[src/rtl/psf_pkg.sv]
// Shared types and constants for the pose smoothing filter.
// Holds payload structs, controller commands and status; no dependencies.
`timescale 1ns / 1ps

package psf_pkg;

    localparam int WORD_W     = 32;
    localparam int FRAC_W     = 16;
    localparam int BLEND_W    = 17;
    localparam int PROD_W     = WORD_W + BLEND_W + 1;
    localparam int ACC_W      = PROD_W + 2;
    localparam int DOT_W      = 2 * WORD_W + 3;
    localparam int SQ_W       = 2 * WORD_W + 2;
    localparam int RAD_W      = 2 * WORD_W;
    localparam int ROOT_W     = WORD_W;
    localparam int NUM_W      = WORD_W + FRAC_W + 1;
    localparam int CNT_W      = 6;
    localparam int SQRT_STEPS = ROOT_W;
    localparam int DIV_STEPS  = NUM_W;

    localparam logic [BLEND_W-1:0] BLEND_ONE   = 17'h10000;
    localparam logic [BLEND_W-1:0] BLEND_RESET = 17'h08000;

    typedef struct packed {
        logic                     mode;
        logic signed [WORD_W-1:0] sample_w;
        logic signed [WORD_W-1:0] sample_x;
        logic signed [WORD_W-1:0] sample_y;
        logic signed [WORD_W-1:0] sample_z;
        logic signed [WORD_W-1:0] sample_time;
    } in_item_t;

    typedef struct packed {
        logic signed [WORD_W-1:0] pos_x;
        logic signed [WORD_W-1:0] pos_y;
        logic signed [WORD_W-1:0] pos_z;
        logic signed [WORD_W-1:0] rot_w;
        logic signed [WORD_W-1:0] rot_x;
        logic signed [WORD_W-1:0] rot_y;
        logic signed [WORD_W-1:0] rot_z;
        logic signed [WORD_W-1:0] time_out;
        logic                     degenerate;
    } out_item_t;

    typedef enum logic [3:0] {
        OP_IDLE,
        OP_LOAD,
        OP_DOT,
        OP_BLEND_NEW,
        OP_BLEND_OLD,
        OP_SQ,
        OP_SQRT_INIT,
        OP_SQRT_STEP,
        OP_DIV_INIT,
        OP_DIV_STEP,
        OP_DIV_STORE,
        OP_EMIT
    } op_t;

    typedef struct packed {
        op_t        op;
        logic [1:0] idx;
    } cmd_t;

    typedef struct packed {
        logic mode;
        logic sq_zero;
        logic out_full;
    } status_t;

endpackage

[src/rtl/psf_ctrl.sv]
// Controller of the pose smoothing filter: sequences the datapath steps.
// Depends on psf_pkg for command and status types.
`timescale 1ns / 1ps

module psf_ctrl (
    input  logic             clk,
    input  logic             rst_n,
    input  logic             in_valid,
    output logic             in_ready,
    input  psf_pkg::status_t status,
    output psf_pkg::cmd_t    cmd
);

    typedef enum logic [3:0] {
        S_IDLE,
        S_START,
        S_DOT,
        S_BLEND_NEW,
        S_BLEND_OLD,
        S_SQ,
        S_SQRT_INIT,
        S_SQRT,
        S_DIV_INIT,
        S_DIV,
        S_DIV_STORE,
        S_EMIT
    } state_t;

    state_t                     state_reg, state_next;
    logic [1:0]                 idx_reg, idx_next;
    logic [psf_pkg::CNT_W-1:0]  cnt_reg, cnt_next;

    always_comb
    begin
        state_next = state_reg;
        idx_next   = idx_reg;
        cnt_next   = cnt_reg;
        cmd.idx    = idx_reg;
        cmd.op     = psf_pkg::OP_IDLE;
        unique case (state_reg)
            S_IDLE:
            begin
                if (in_valid)
                begin
                    cmd.op     = psf_pkg::OP_LOAD;
                    state_next = S_START;
                end
            end
            S_START:
            begin
                idx_next   = 2'd0;
                state_next = status.mode ? S_DOT : S_BLEND_NEW;
            end
            S_DOT:
            begin
                cmd.op   = psf_pkg::OP_DOT;
                idx_next = idx_reg + 2'd1;
                if (idx_reg == 2'd3)
                begin
                    state_next = S_BLEND_NEW;
                end
            end
            S_BLEND_NEW:
            begin
                cmd.op     = psf_pkg::OP_BLEND_NEW;
                state_next = S_BLEND_OLD;
            end
            S_BLEND_OLD:
            begin
                cmd.op   = psf_pkg::OP_BLEND_OLD;
                idx_next = idx_reg + 2'd1;
                if (status.mode && idx_reg == 2'd3)
                begin
                    state_next = S_SQ;
                end
                else if (!status.mode && idx_reg == 2'd2)
                begin
                    state_next = S_EMIT;
                end
                else
                begin
                    state_next = S_BLEND_NEW;
                end
            end
            S_SQ:
            begin
                cmd.op   = psf_pkg::OP_SQ;
                idx_next = idx_reg + 2'd1;
                if (idx_reg == 2'd3)
                begin
                    state_next = S_SQRT_INIT;
                end
            end
            S_SQRT_INIT:
            begin
                cmd.op     = psf_pkg::OP_SQRT_INIT;
                cnt_next   = '0;
                state_next = status.sq_zero ? S_EMIT : S_SQRT;
            end
            S_SQRT:
            begin
                cmd.op   = psf_pkg::OP_SQRT_STEP;
                cnt_next = cnt_reg + 1'b1;
                if (cnt_reg == psf_pkg::CNT_W'(psf_pkg::SQRT_STEPS - 1))
                begin
                    idx_next   = 2'd0;
                    state_next = S_DIV_INIT;
                end
            end
            S_DIV_INIT:
            begin
                cmd.op     = psf_pkg::OP_DIV_INIT;
                cnt_next   = '0;
                state_next = S_DIV;
            end
            S_DIV:
            begin
                cmd.op   = psf_pkg::OP_DIV_STEP;
                cnt_next = cnt_reg + 1'b1;
                if (cnt_reg == psf_pkg::CNT_W'(psf_pkg::DIV_STEPS - 1))
                begin
                    state_next = S_DIV_STORE;
                end
            end
            S_DIV_STORE:
            begin
                cmd.op   = psf_pkg::OP_DIV_STORE;
                idx_next = idx_reg + 2'd1;
                state_next = (idx_reg == 2'd3) ? S_EMIT : S_DIV_INIT;
            end
            S_EMIT:
            begin
                if (!status.out_full)
                begin
                    cmd.op     = psf_pkg::OP_EMIT;
                    state_next = S_IDLE;
                end
            end
            default:
            begin
                state_next = S_IDLE;
            end
        endcase
    end

    always_ff @(posedge clk or negedge rst_n)
    begin
        if (!rst_n)
        begin
            state_reg <= S_IDLE;
            idx_reg   <= '0;
            cnt_reg   <= '0;
        end
        else
        begin
            state_reg <= state_next;
            idx_reg   <= idx_next;
            cnt_reg   <= cnt_next;
        end
    end

    assign in_ready = (state_reg == S_IDLE);

endmodule
[config.mk]
export PLATFORM = sky130hd
export DESIGN_NAME = psf_ctrl
export DESIGN_NICKNAME = d
export VERILOG_FILES = /design/src/rtl/psf_pkg.sv /design/src/rtl/psf_ctrl.sv
export SDC_FILE = /design/constraint.sdc
export NUM_CORES = 1
export LEC_CHECK = 0
export BUFFER_PORTS_ARGS = -buffer_cell sky130_fd_sc_hd__buf_2
export CORE_AREA = 2 2 50 52
export DETAILED_ROUTE_END_ITERATION = 12
export DIE_AREA = 0 0 52 54
export GPL_TIMING_DRIVEN = 1
export PLACE_DENSITY = 0.69
export SYNTH_ARGS = -nofsm -noshare
export SYNTH_HDL_FRONTEND = slang
export SYNTH_SLANG_ARGS = --single-unit
export TNS_END_PERCENT = 1
[constraint.sdc]
create_clock -name clk -period 1.9 [get_ports clk]
set_input_delay 0.57 -clock clk [delete_from_list [all_inputs] [get_ports clk]]
set_output_delay 0.57 -clock clk [all_outputs]
set_load 0.03 [all_outputs]
======== Word-level counts from Yosys, hierarchy flattened ========
Index checks and enable logic that the tools add are counted.
storage, ports and cells
  flip-flop bits (word level) ............. 12
  input bits .............................. 6
  output and inout bits ................... 7
  logic and storage cells ................. 55
cells by class
  $add $sub $neg .......................... 2
  equality and inequality tests ........... 21
  muxes and demuxes ....................... 18
  reductions and logical operators ........ 11
operator list
  operator                                             number
  one-hot mux 4 bit (12 select lines)                  1
  one-hot mux 4 bit (11 select lines)                  1
  two-way mux 4 bit                                    10
  equality test 4 x 3 -> 1 bit, second input constant  4
  equality test 4 bit, second input constant           4
  inequality test 2 bit, second input constant         6
  one-hot mux 6 bit (2 select lines)                   1
  equality test 4 x 2 -> 1 bit, second input constant  2
  adder 6 x 1 -> 6 bit, second input constant          1
  equality test 6 x 5 -> 1 bit, second input constant  1
  equality test 6 bit, second input constant           1
  one-hot mux 2 bit (3 select lines)                   1
  AND reduction 6 bit                                  1
  equality test 2 bit, second input constant           2
  equality test 4 x 1 -> 1 bit, second input constant  1
  logical NOT 4 bit                                    1
  two-way mux 2 bit                                    2
  OR reduction 2 bit                                   2
  OR reduction 4 bit                                   1
  nonzero test 3 bit                                   1
  adder 2 x 1 -> 2 bit, second input constant          1
  logical AND 1 bit                                    2
  two-way mux 1 bit                                    2
  AND reduction 2 bit                                  1
  other kinds (2)                                      2

======== Logic depth before layout (Yosys ltp) ========
Gate-level depths: netlist of the first run.
  depth after elaboration ................. 5
  depth in mapped cells ................... 6
  depth with buffers taken out ............ 6

======== Worst setup path after synthesis of the first run ========
Ideal clock, no wire load.
  path type ............................... register to output
  start point ............................. register state_reg[1]
  end point ............................... output port cmd[2] in the netlist's numbering
  data arrival time ....................... 2.380 ns
  required time ........................... 1.330 ns
  setup slack ............................. -1.050 ns
  stages on the path, launching flop included .. 7
  buffers on the path ..................... 3
  cell sequence ........................... dfrtp_1 buf_6 buf_2 buf_1 nor4_1 nand2_1 o21ai_0
RTL lines
  item                    line             RTL
  start, declared         psf_ctrl.sv:29   state_t state_reg, state_next;
  start signal, assigned  psf_ctrl.sv:156  state_reg <= state_next;
  end, declared           psf_ctrl.sv:11   output psf_pkg::cmd_t cmd

==> qor.yml, run 1 <==
run_status:
  status: "finished with violations"
  violations: "setup timing"
synthesis:
  synth_nets: 139
  netlist.area_leader.share_pct: 27.8
  ys_top_cells_by_area: "dfrtp_1 (28%), ha_1 (4.6%), a21oi_1 (4.2%)"
  synthCells: 129
  synth_area_um2: 1080
  synth_ff_type: "dfrtp_1"
  synthArstFlopShare_pct: 100
  synth_area_leader_cell: "dfrtp_1"
  synth_enable_flop_cells: 0
  ys_warn_count: 0
  netlist-cell-type-count: 48
  ys_ff_latch: 12
  ys_seq_area_share_pct: 27.8
  syn_avg_cell_area_um2: 8.36
floorplan:
  core_um2: 2320
  pin_count: 13
  start_util_pct: 46.5
  rows: 18
  dieArea_um2: 2810
  die_w_um: 52
  die_y_um: 54
critical_path:
  reg2regPathDepth: 6
  r2r_end: "state_reg[3]$_DFFE_PN0P_"
  critical-path-max-stage-delay_ns: 0.45
  rr_startpoint: "state_reg[3]$_DFFE_PN0P_"
  crit_arrival_ns: 1.47
  r2r_slack_ns: -0.01
  cp.required_ns: 1.33
  path_max_fanout: 4
  cp_slowest_cell: "dfrtp_2"
  crit_type: "flop to primary output"
  worstSetupStartpointType: "flop"
  endpoint_kind: "primary output"
  path_cells: "buf_12, nor4_4, nand2_1, o21ai_4, buf_6"
pwr:
  sequentialPowerShare_pct: 19.4
  switching_share_pct: 46.5
  p_per_area_nw_per_um2: 1950
  comb_power_share_pct: 73.2
  power.leakage_nw: 0.612
  max-vdd-ir-drop_uv: 1130
  clkPwrFrac_pct: 7.5
  p_sw_w: 0.00129
  p_int_w: 0.00149
  finalPower_w: 0.00278
grt:
  gr-usage-all-layers_pct: 22.0
  grt_max_degree: 21
  gr-total-overflow: 0
  grt_pass1_wl_um: 4550
  grt_pass1_vias: 1029
  antenna_found_initial: 0
sta:
  fmax_ghz: 0.491
  finalCritPeriodShare_pct: 107
  setup_viol: 5
  hold_viol: 0
  period_minus_slack_ns: 2.04
  worst_pin_slew_ns: 0.364
  hold_slack_ns: 0.161
  fin_worst_skew_ns: 0.00741
  slew_viol_final: 0
  timing.final.ws_setup_ns: -0.136
  grt_setup_unrepaired: "yes"
  slew_headroom_pct: 75.1
place:
  dp.cells: 172
  io_buffers: 12
  dpl.hpwl_um: 1970
  place.gp.congestion: 0.827
  pre_cts_slack_ns: -0.0880
final_layout:
  finalNonFillerCells: 183
  final_common_cell: "buf_4"
  seq_area_um2: 303
  postLayoutCoreUtil_pct: 61.4
  post_route_cells_drive_above_1_share_pct: 30.7
  area_growth_pct: 32.1
  nNetsFinal: 164
  multi_input_area_um2: 737
  fillers: 211
  largest_reg_flops: 6
  final_cell_mix: "buf_4 (15), dfrtp_1 (10)"
  diodes: 0
clock_network:
  cts_sinks: 12
  root_buffer: "clkbuf_4"
  clk_pin_slew_ns: 0.08
  htreeDepth: 1
  cts_tree: "built"
  clock_path_buffers: 2
  clkLatencyLatePin_ns: 0.28
  numCtsBuffers: 3
job:
  drv_cap: 0
route:
  ant_nets: 0
  num_vias: 1108
  wirelength_um: 2940
  viasPerCell: 6.05
  first_pass_iters: 4
  drc: 0
  drt-initial-drc-count: 28
  wl_per_cell_um: 16.1
min_path:
  hp-class: "input port to asynchronous set/reset pin"
-- routing by layer --
| layer | wire length (µm) | part of all wire, % | vias up | GRT usage [%] |
|---|---|---|---|---|
| li1 | - | - | 528 | - |
| met3 | 138 | 4.7 | 4 | 5.56 |
| met1 | 1330 | 45 | 538 | 27.4 |
| met2 | 1450 | 49 | 38 | 36.9 |
| met4 | 27 | 0.92 | 0 | 7.89 |
| met5 | 0 | 0 | - | 0 |
-- synth_stat cells, drive strengths merged, types with 3 or more instances --
master	count
dfrtp	12
o21ai	11
a21oi	9
buf	8
inv	8
nand2	8
nor3	6
nand2b	5
nand3	5
nor2b	5
o211ai	5
ha	4
a31oi	3
clkbuf	3
or3b	3
-- final cells by class --
| class | count | share of cell area [%] |
|---|---|---|
| inverters | 8 | 2.11 |
| clock buffers | 4 | 2.55 |
| multi-input cells | 98 | 51.7 |
| repair buffers | 31 | 19.8 |
| well taps | 30 | 2.63 |
| flip-flops and latches | 12 | 21.2 |
-- logic make-up (layout without fill, tap and decap cells) --
group,Yosys count,count (layout),share of synthesized area [%]
multiplexers,4,4,4.64
AND/OR/NAND/NOR,45,45,25.4
flip-flops,12,12,27.8
AO/OA/AOI/OAI,44,44,28.7
XOR/XNOR,1,1,0.812
buffers and inverters,19,43,8.00
adder cells (fa/ha/maj),4,4,4.64
-- how the worst max path moves through the flow --
stage                                   from  endpoint  cells after the start
floorplan           state_reg[3]$_DFFE_PN0P_    cmd[2]                      5
global placement                   status[0]    cmd[2]                      6
detailed placement                 status[0]    cmd[2]                      6
CTS                 state_reg[1]$_DFFE_PN0P_    cmd[2]                      5
global route        state_reg[3]$_DFFE_PN0P_    cmd[2]                      5
finish              state_reg[3]$_DFFE_PN0P_    cmd[2]                      5
-- power by group through the flow --
stage	Combinational (W)	Clock [W]	Sequential, W
after global routing	0.00220	0.000226	0.000555
final	0.00204	0.000208	0.000539
after CTS	0.00192	0.000216	0.000535
after detailed placement	0.00179	0	0.000534
after floorplan	0.00134	0	0.000515
after global placement	0.00173	0	0.000529
-- worst max-delay path: cells and delay by family (launching register included) --
| kind | cells | cell delay [ns] |
|---|---|---|
| AO/OA/AOI/OAI | 1 | 0.07 |
| buffers and inverters | 2 | 0.28 |
| flip-flops | 1 | 0.45 |
| AND/OR/NAND/NOR | 2 | 0.39 |
-- through the flow --
stage	instance area (µm²)	TNS, ns
CTS	1370	-0.416
floorplan	1140	-0.194
detailed placement	1280	-0.115
global route	1430	-0.876
global placement	1280	-0.00597
finish	1430	-0.409
-- repair_timing --
action / 4_1_cts / 5_1_grt
hold buffers: 0 / 0
resized for setup: 11 / 3
setup buffers: 3 / 4
endpoints found under the setup margin: 4 / 8
pin swaps: 4 / 2
No activity file was read; power rests on OpenSTA's default activity.
==> inputs of run 2 (changes only) <==
--- a/config.mk
+++ b/config.mk
@@ -6,11 +6,11 @@
 export NUM_CORES = 1
 export LEC_CHECK = 0
 export BUFFER_PORTS_ARGS = -buffer_cell sky130_fd_sc_hd__buf_2
-export CORE_AREA = 2 2 50 52
+export CORE_AREA = 2 2 52 54
 export DETAILED_ROUTE_END_ITERATION = 12
-export DIE_AREA = 0 0 52 54
+export DIE_AREA = 0 0 54 56
 export GPL_TIMING_DRIVEN = 1
-export PLACE_DENSITY = 0.69
+export PLACE_DENSITY = 0.64
 export SYNTH_ARGS = -nofsm -noshare
 export SYNTH_HDL_FRONTEND = slang
 export SYNTH_SLANG_ARGS = --single-unit
==> qor.yml, run 2 (synthesis gave the netlist of run 1 again) <==
floorplan:
  start_util_pct: 44.3  # -2.2 points
  dieArea_um2: 3020  # +7.7%
  core_um2: 2430  # +4.9%
  rows: 18  # unchanged
  die_w_um: 54  # +3.8%
  pin_count: 13  # unchanged
  die_y_um: 56  # +3.7%
critical_path:
  crit_family: "flip-flops"
  crit_arrival_ns: 1.43  # -0.04 ns
  cp.required_ns: 1.33  # about the same
  crit_path_end: "cmd[2]"
  rr_startpoint: "state_reg[1]$_DFFE_PN0P_"
  startpoint: "state_reg[1]$_DFFE_PN0P_"
  reg2regPathDepth: 5  # -1
  r2r_end: "state_reg[3]$_DFFE_PN0P_"
  worstSetupStartpointType: "flop"
  cp_slowest_cell: "dfrtp_2"
  path_cells: "buf_4, nor3b_4, a211oi_2, o21ai_4, buf_6"
  crit_type: "flop to primary output"
  critPathBufInv: 2  # unchanged
  path_max_fanout: 3  # -1
  r2r_slack_ns: 0.08  # +0.09 ns
  critical-path-max-stage-delay_ns: 0.43  # -0.02 ns
  path_depth: 5  # unchanged
  endpoint_kind: "primary output"
final_layout:
  nNetsFinal: 160  # -2.4%
  area_growth_pct: 25.4
  diodes: 0  # unchanged
  postLayoutCoreUtil_pct: 55.6  # -5.8 points
  final_cell_mix: "buf_4 (11), dfrtp_1 (9), buf_2 (9)"
  post_route_cells_drive_above_1_share_pct: 29.7  # -0.99 points
  final_common_cell: "buf_4"
  seq_area_um2: 304  # +0.41%
  multi_input_area_um2: 743  # +0.85%
  largest_reg_flops: 6  # unchanged
  fillers: 234  # +11%
pwr:
  comb_power_share_pct: 73.0  # -0.2 points
  power.leakage_nw: 0.573  # -6.3%
  p_int_w: 0.00133  # -11%
  sequentialPowerShare_pct: 20.9  # +1.5 points
  p_per_area_nw_per_um2: 1910  # -1.9%
  max-vdd-ir-drop_uv: 1400  # +24%
  switching_share_pct: 48.8  # +2.3 points
  p_sw_w: 0.00126  # -2.4%
  clkPwrFrac_pct: 6.0  # -1.5 points
sta:
  setup_viol: 3  # -2
  fin_worst_skew_ns: 0.00167  # -0.00574 ns
  hold_viol: 0  # unchanged
  timing.final.ws_setup_ns: -0.105  # +0.0311 ns
  fmax_ghz: 0.499  # +1.5%
  slew_viol_final: 0  # unchanged
  worst_pin_slew_ns: 0.398  # +0.0343 ns
  finalCritPeriodShare_pct: 106  # -1.6 points
  setup_tns_ns: -0.222  # +0.187 ns
  period_minus_slack_ns: 2.00  # -0.0311 ns
  grt_setup_unrepaired: "yes"
  slew_headroom_pct: 72.7  # -2.3 points
run_status:
  violations: "setup timing"
  status: "finished with violations"
clock_network:
  clkLatencyLatePin_ns: 0.27  # about the same
  cts_tree: "built"
  numCtsBuffers: 3  # unchanged
  clock_path_buffers: 2  # unchanged
  clk_pin_slew_ns: 0.07  # about the same
  htreeDepth: 1  # unchanged
  cts_hold_buf: 0  # unchanged
  root_buffer: "clkbuf_4"
  cts_sinks: 12  # unchanged
grt:
  gr-usage-all-layers_pct: 22.1  # +0.12 points
  grt_pass1_wl_um: 4990  # +9.5%
  antenna_found_initial: 0  # unchanged
  grt_max_degree: 25  # +19%
  gr-total-overflow: 0  # unchanged
  grt_pass1_vias: 1068  # +3.8%
route:
  viasPerCell: 6.06  # +0.12%
  wl_per_cell_um: 16.3  # +1.3%
  drc: 0  # unchanged
  ant_nets: 0  # unchanged
  first_pass_iters: 4  # unchanged
  drt-initial-drc-count: 31  # +11%
  num_vias: 1079  # -2.6%
  wirelength_um: 2900  # -1.5%
min_path:
  hp-class: "input port to asynchronous set/reset pin"
place:
  place.gp.congestion: 0.797  # -3.5%
  dpl.hpwl_um: 1970  # -0.15%
  io_buffers: 12  # unchanged
  pre_cts_slack_ns: -0.0281  # +0.0599 ns
job:
  drv_cap: 0  # unchanged
## run 2: cell types whose count changed in the layout (fill, tap and decap cells not counted), sizes merged
cell and change:
buf -4, clkbuf -1
## run 2: metrics by stage
step                hold slack [ns]  cells  power [W]  area (µm²)
floorplan                     0.274    129    0.00185        1140
global route                  0.183    178    0.00281        1350
finish                        0.171    178    0.00259        1350
detailed placement            0.474    173    0.00227        1260
CTS                           0.174    178    0.00257        1350
global placement              0.469    173    0.00223        1260
## run 2: what timing repair did
action                                  in CTS  in global routing
resized for setup                           17                  1
buffers inserted                             3                  0
endpoints found under the setup margin       4                  5
pin swaps                                    4                  1
## run 2: power groups by stage
stage / Combinational, W / Sequential, W / Clock (W)
finish: 0.00189 / 0.000542 / 0.000156
global route: 0.00207 / 0.000564 / 0.000181
floorplan: 0.00134 / 0.000515 / 0
global placement: 0.00170 / 0.000527 / 0
CTS: 0.00186 / 0.000540 / 0.000165
detailed placement: 0.00174 / 0.000530 / 0
## run 2: final cells by class
class / count / share of cell area (%)
multi-input cells: 98 / 54.9
repair buffers: 27 / 15.9
clock buffers: 3 / 1.67
well taps: 30 / 2.78
inverters: 8 / 2.22
flip-flops and latches: 12 / 22.5
## run 2: worst reg2reg max path: cells and delay by family (launching register included)
family	cells	cell delay, ns
AO/OA/AOI/OAI	2	0.60
flip-flops	1	0.43
multiplexers	1	0.33
AND/OR/NAND/NOR	1	0.22
buffers and inverters	1	0.14
## run 2: worst min path at each step
stage	startpoint	end	cells past startpoint
after floorplan	rst_n	cnt_reg[0]$_DFFE_PN0P_	0
after global placement	rst_n	idx_reg[0]$_DFFE_PN0P_	1
after detailed placement	rst_n	state_reg[2]$_DFFE_PN0P_	1
after CTS	rst_n	idx_reg[1]$_DFFE_PN0P_	1
after global routing	rst_n	idx_reg[1]$_DFFE_PN0P_	1
final	rst_n	idx_reg[0]$_DFFE_PN0P_	1
## run 2: metal layers
| layer | share of wire, % | wire [µm] | vias up | GRT usage, % |
|---|---|---|---|---|
| met1 | 46 | 1330 | 507 | 30.7 |
| met3 | 5.6 | 163 | 10 | 4.84 |
| li1 | - | - | 520 | - |
| met4 | 2.4 | 70 | 0 | 10.4 |
| met2 | 46 | 1340 | 42 | 31.9 |
| met5 | 0 | 0 | - | 0 |
==> inputs of run 3 (changes only) <==
--- a/config.mk
+++ b/config.mk
@@ -5,12 +5,13 @@
 export SDC_FILE = /design/constraint.sdc
 export NUM_CORES = 1
 export LEC_CHECK = 0
+export ABC_AREA = 1
 export BUFFER_PORTS_ARGS = -buffer_cell sky130_fd_sc_hd__buf_2
-export CORE_AREA = 2 2 52 54
+export CORE_AREA = 2 2 51 53
 export DETAILED_ROUTE_END_ITERATION = 12
-export DIE_AREA = 0 0 54 56
+export DIE_AREA = 0 0 53 55
 export GPL_TIMING_DRIVEN = 1
-export PLACE_DENSITY = 0.64
+export PLACE_DENSITY = 0.63
 export SYNTH_ARGS = -nofsm -noshare
 export SYNTH_HDL_FRONTEND = slang
 export SYNTH_SLANG_ARGS = --single-unit
==> qor.yml, run 3 <==
floorplan:
  die_y_um: 55  # -1.8%
  start_util_pct: 42.3  # -2.0 points
  core_um2: 2360  # -2.8%
  pin_count: 13  # unchanged
  dieArea_um2: 2920  # -3.6%
  rows: 18  # unchanged
  die_w_um: 53  # -1.9%
route:
  drt-initial-drc-count: 25  # -19%
  viasPerCell: 5.03  # -17%
  wirelength_um: 2480  # -14%
  drc: 0  # unchanged
  num_vias: 1091  # +1.1%
  first_pass_iters: 4  # unchanged
  wl_per_cell_um: 11.4  # -30%
  ant_nets: 0  # unchanged
pwr:
  max-vdd-ir-drop_uv: 978  # -30%
  power.leakage_nw: 0.693  # +21%
  finalPower_w: 0.00192  # -26%
  p_per_area_nw_per_um2: 1480  # -23%
critical_path:
  crit_family: "flip-flops"
  cp.required_ns: 1.33  # about the same
  critical-path-max-stage-delay_ns: 0.48  # +0.05 ns
  path_max_fanout: 6  # +3
  endpoint_kind: "primary output"
  crit_type: "flop to primary output"
  path_depth: 5  # unchanged
  reg2regPathDepth: 8  # +3
  path_cells: "nand2_2, nor2_2, nor2_1, nand4_1, buf_6"
  r2r_slack_ns: 0.34  # +0.26 ns
  worstSetupStartpointType: "flop"
  crit_arrival_ns: 1.36  # -0.07 ns
  cp_slowest_cell: "dfrtp_2"
  critPathBufInv: 1  # -1
grt:
  grt_pass1_wl_um: 3870  # -22%
  grt_max_degree: 13  # -48%
  gr-usage-all-layers_pct: 18.4  # -3.8 points
  antenna_found_initial: 0  # unchanged
  gr-total-overflow: 0  # unchanged
  grt_pass1_vias: 966  # -9.6%
clock_network:
  numCtsBuffers: 3  # unchanged
  clkLatencyLatePin_ns: 0.27  # about the same
  htreeDepth: 1  # unchanged
  clock_path_buffers: 2  # unchanged
  root_buffer: "clkbuf_4"
  clk_pin_slew_ns: 0.07  # about the same
  cts_tree: "built"
  cts_sinks: 12  # unchanged
place:
  placed_area_um2: 1120  # -11%
  pre_cts_slack_ns: 0.127  # +0.155 ns
  place.gp.congestion: 0.916  # +15%
  io_buffers: 12  # unchanged
  dpl.hpwl_um: 1920  # -2.5%
sta:
  hold_viol: 0  # unchanged
  fin_worst_skew_ns: 0.00195  # +0.000277 ns
  setup_tns_ns: -0.0298  # +0.193 ns
  worst_pin_slew_ns: 0.380  # -0.0181 ns
  timing.final.ws_setup_ns: -0.0298  # +0.0748 ns
  slew_headroom_pct: 74.6  # +1.9 points
  setup_viol: 1  # -2
  grt_setup_unrepaired: "yes"
  slew_viol_final: 0  # unchanged
  period_minus_slack_ns: 1.93  # -0.0748 ns
  fmax_ghz: 0.518  # +3.9%
  finalCritPeriodShare_pct: 102  # -3.9 points
  hold_slack_ns: 0.157  # -0.0143 ns
synthesis:
  ys_top_cells_by_area: "dfrtp_1 (30%), nand2_1 (19%), nor2_1 (9.0%)"
  synth_ff_type: "dfrtp_1"
  synthTopCellsByCount: "nand2_1 (50), nor2_1 (24), inv_1 (18)"
  netlist-cell-type-count: 20  # -58%
  netlist.area_leader.share_pct: 30.0  # +2.2 points
  ys_ff_latch: 12  # unchanged
  synth_enable_flop_cells: 0  # unchanged
  synthCells: 158  # +22%
  synthArstFlopShare_pct: 100  # unchanged
  synth_nets: 168  # +21%
  yosysMostFrequentCell: "nand2_1"
  ys_warn_count: 0  # unchanged
  ys_seq_area_share_pct: 30.0  # +2.2 points
  syn_avg_cell_area_um2: 6.34  # -24%
  synth_area_leader_cell: "dfrtp_1"
  synth_area_um2: 1000  # -7.2%
final_layout:
  post_route_cells_drive_above_1_share_pct: 31.0  # +1.3 points
  largest_reg_flops: 6  # unchanged
  final_cell_mix: "nand2_1 (46), nor2_1 (22), inv_1 (16), nand3_1 (16), buf_4 (15)"
  seq_area_um2: 304  # unchanged
  area_growth_pct: 29.5
  fin_area_um2: 1300  # -4.2%
  final_common_cell: "nand2_1"
  fillers: 227  # -3.0%
  nNetsFinal: 198  # +24%
  multi_input_area_um2: 658  # -11%
  diodes: 0  # unchanged
run_status:
  violations: "setup timing"
  status: "finished with violations"
min_path:
  hp-class: "input port to asynchronous set/reset pin"
job:
  drv_cap: 0  # unchanged
==> run 3: cell types whose count changed after synthesis, moves of 6 or more <==
cell     change
nor2_1      +24
inv_1       +10
nand3_1     +12
nor3_1       -6
nand2_1     +42
a21oi_1      -9
==> run 3: final cells by class <==
class | instances | share of cell area, %
clock buffer | 4 | 2.80
timing repair buffer | 25 | 13.5
sequential | 12 | 23.5
multi-input combinational | 124 | 50.8
tap | 30 | 2.90
inverter | 22 | 6.56
==> run 3: worst paths after layout <==
kind | from | endpoint
max reg2reg | state_reg[1]$_DFFE_PN0P_ | state_reg[0]$_DFFE_PN0P_
min in group clk | idx_reg[0]$_DFFE_PN0P_ | idx_reg[0]$_DFFE_PN0P_
min reg2reg | idx_reg[0]$_DFFE_PN0P_ | idx_reg[0]$_DFFE_PN0P_
max in group asynchronous | rst_n | state_reg[2]$_DFFE_PN0P_
max | state_reg[0]$_DFFE_PN0P_ | cmd[2]
min | rst_n | cnt_reg[3]$_DFFE_PN0P_
==> run 3: report_power, final <==
group	internal (W)	leakage (nW)	total, W	switching (W)
logic	0.000464	0.517	0.00126	0.000799
registers	0.000342	0.155	0.000455	0.000113
clock network	0.000117	0.0210	0.000200	0.0000830
==> run 3: repair_timing <==
action	4_1_cts	5_1_grt
setup buffers	9	2
resized for setup	16	8
setup endpoints to repair	2	4
hold buffers	0	0
pin swaps	5	5
==> run 3: cells by family (layout without fill, tap and decap cells) <==
kind of cell | after synthesis | in the layout | share of synthesized area [%]
simple gates | 109 | 109 | 50.1
buf+inv | 22 | 51 | 8.25
flops | 12 | 12 | 30.0
compound gates | 9 | 9 | 4.88
fa+ha+maj | 4 | 4 | 5.00
xor+xnor | 2 | 2 | 1.75
==> run 3: layer usage <==
metal / track usage [%] / share of wire, % / wire (µm)
met5: 0 / 0 / 0
met3: 1.88 / 2.9 / 72
met1: 20.7 / 43 / 1060
met4: 12.4 / 4.1 / 103
met2: 32.9 / 50 / 1250
==> run 3: metrics by stage <==
stage               cells  utilization, %
finish                217            54.8
global route          217            54.8
CTS                   215            53.5
detailed placement    202            47.2
global placement      202            47.2
floorplan             158               -
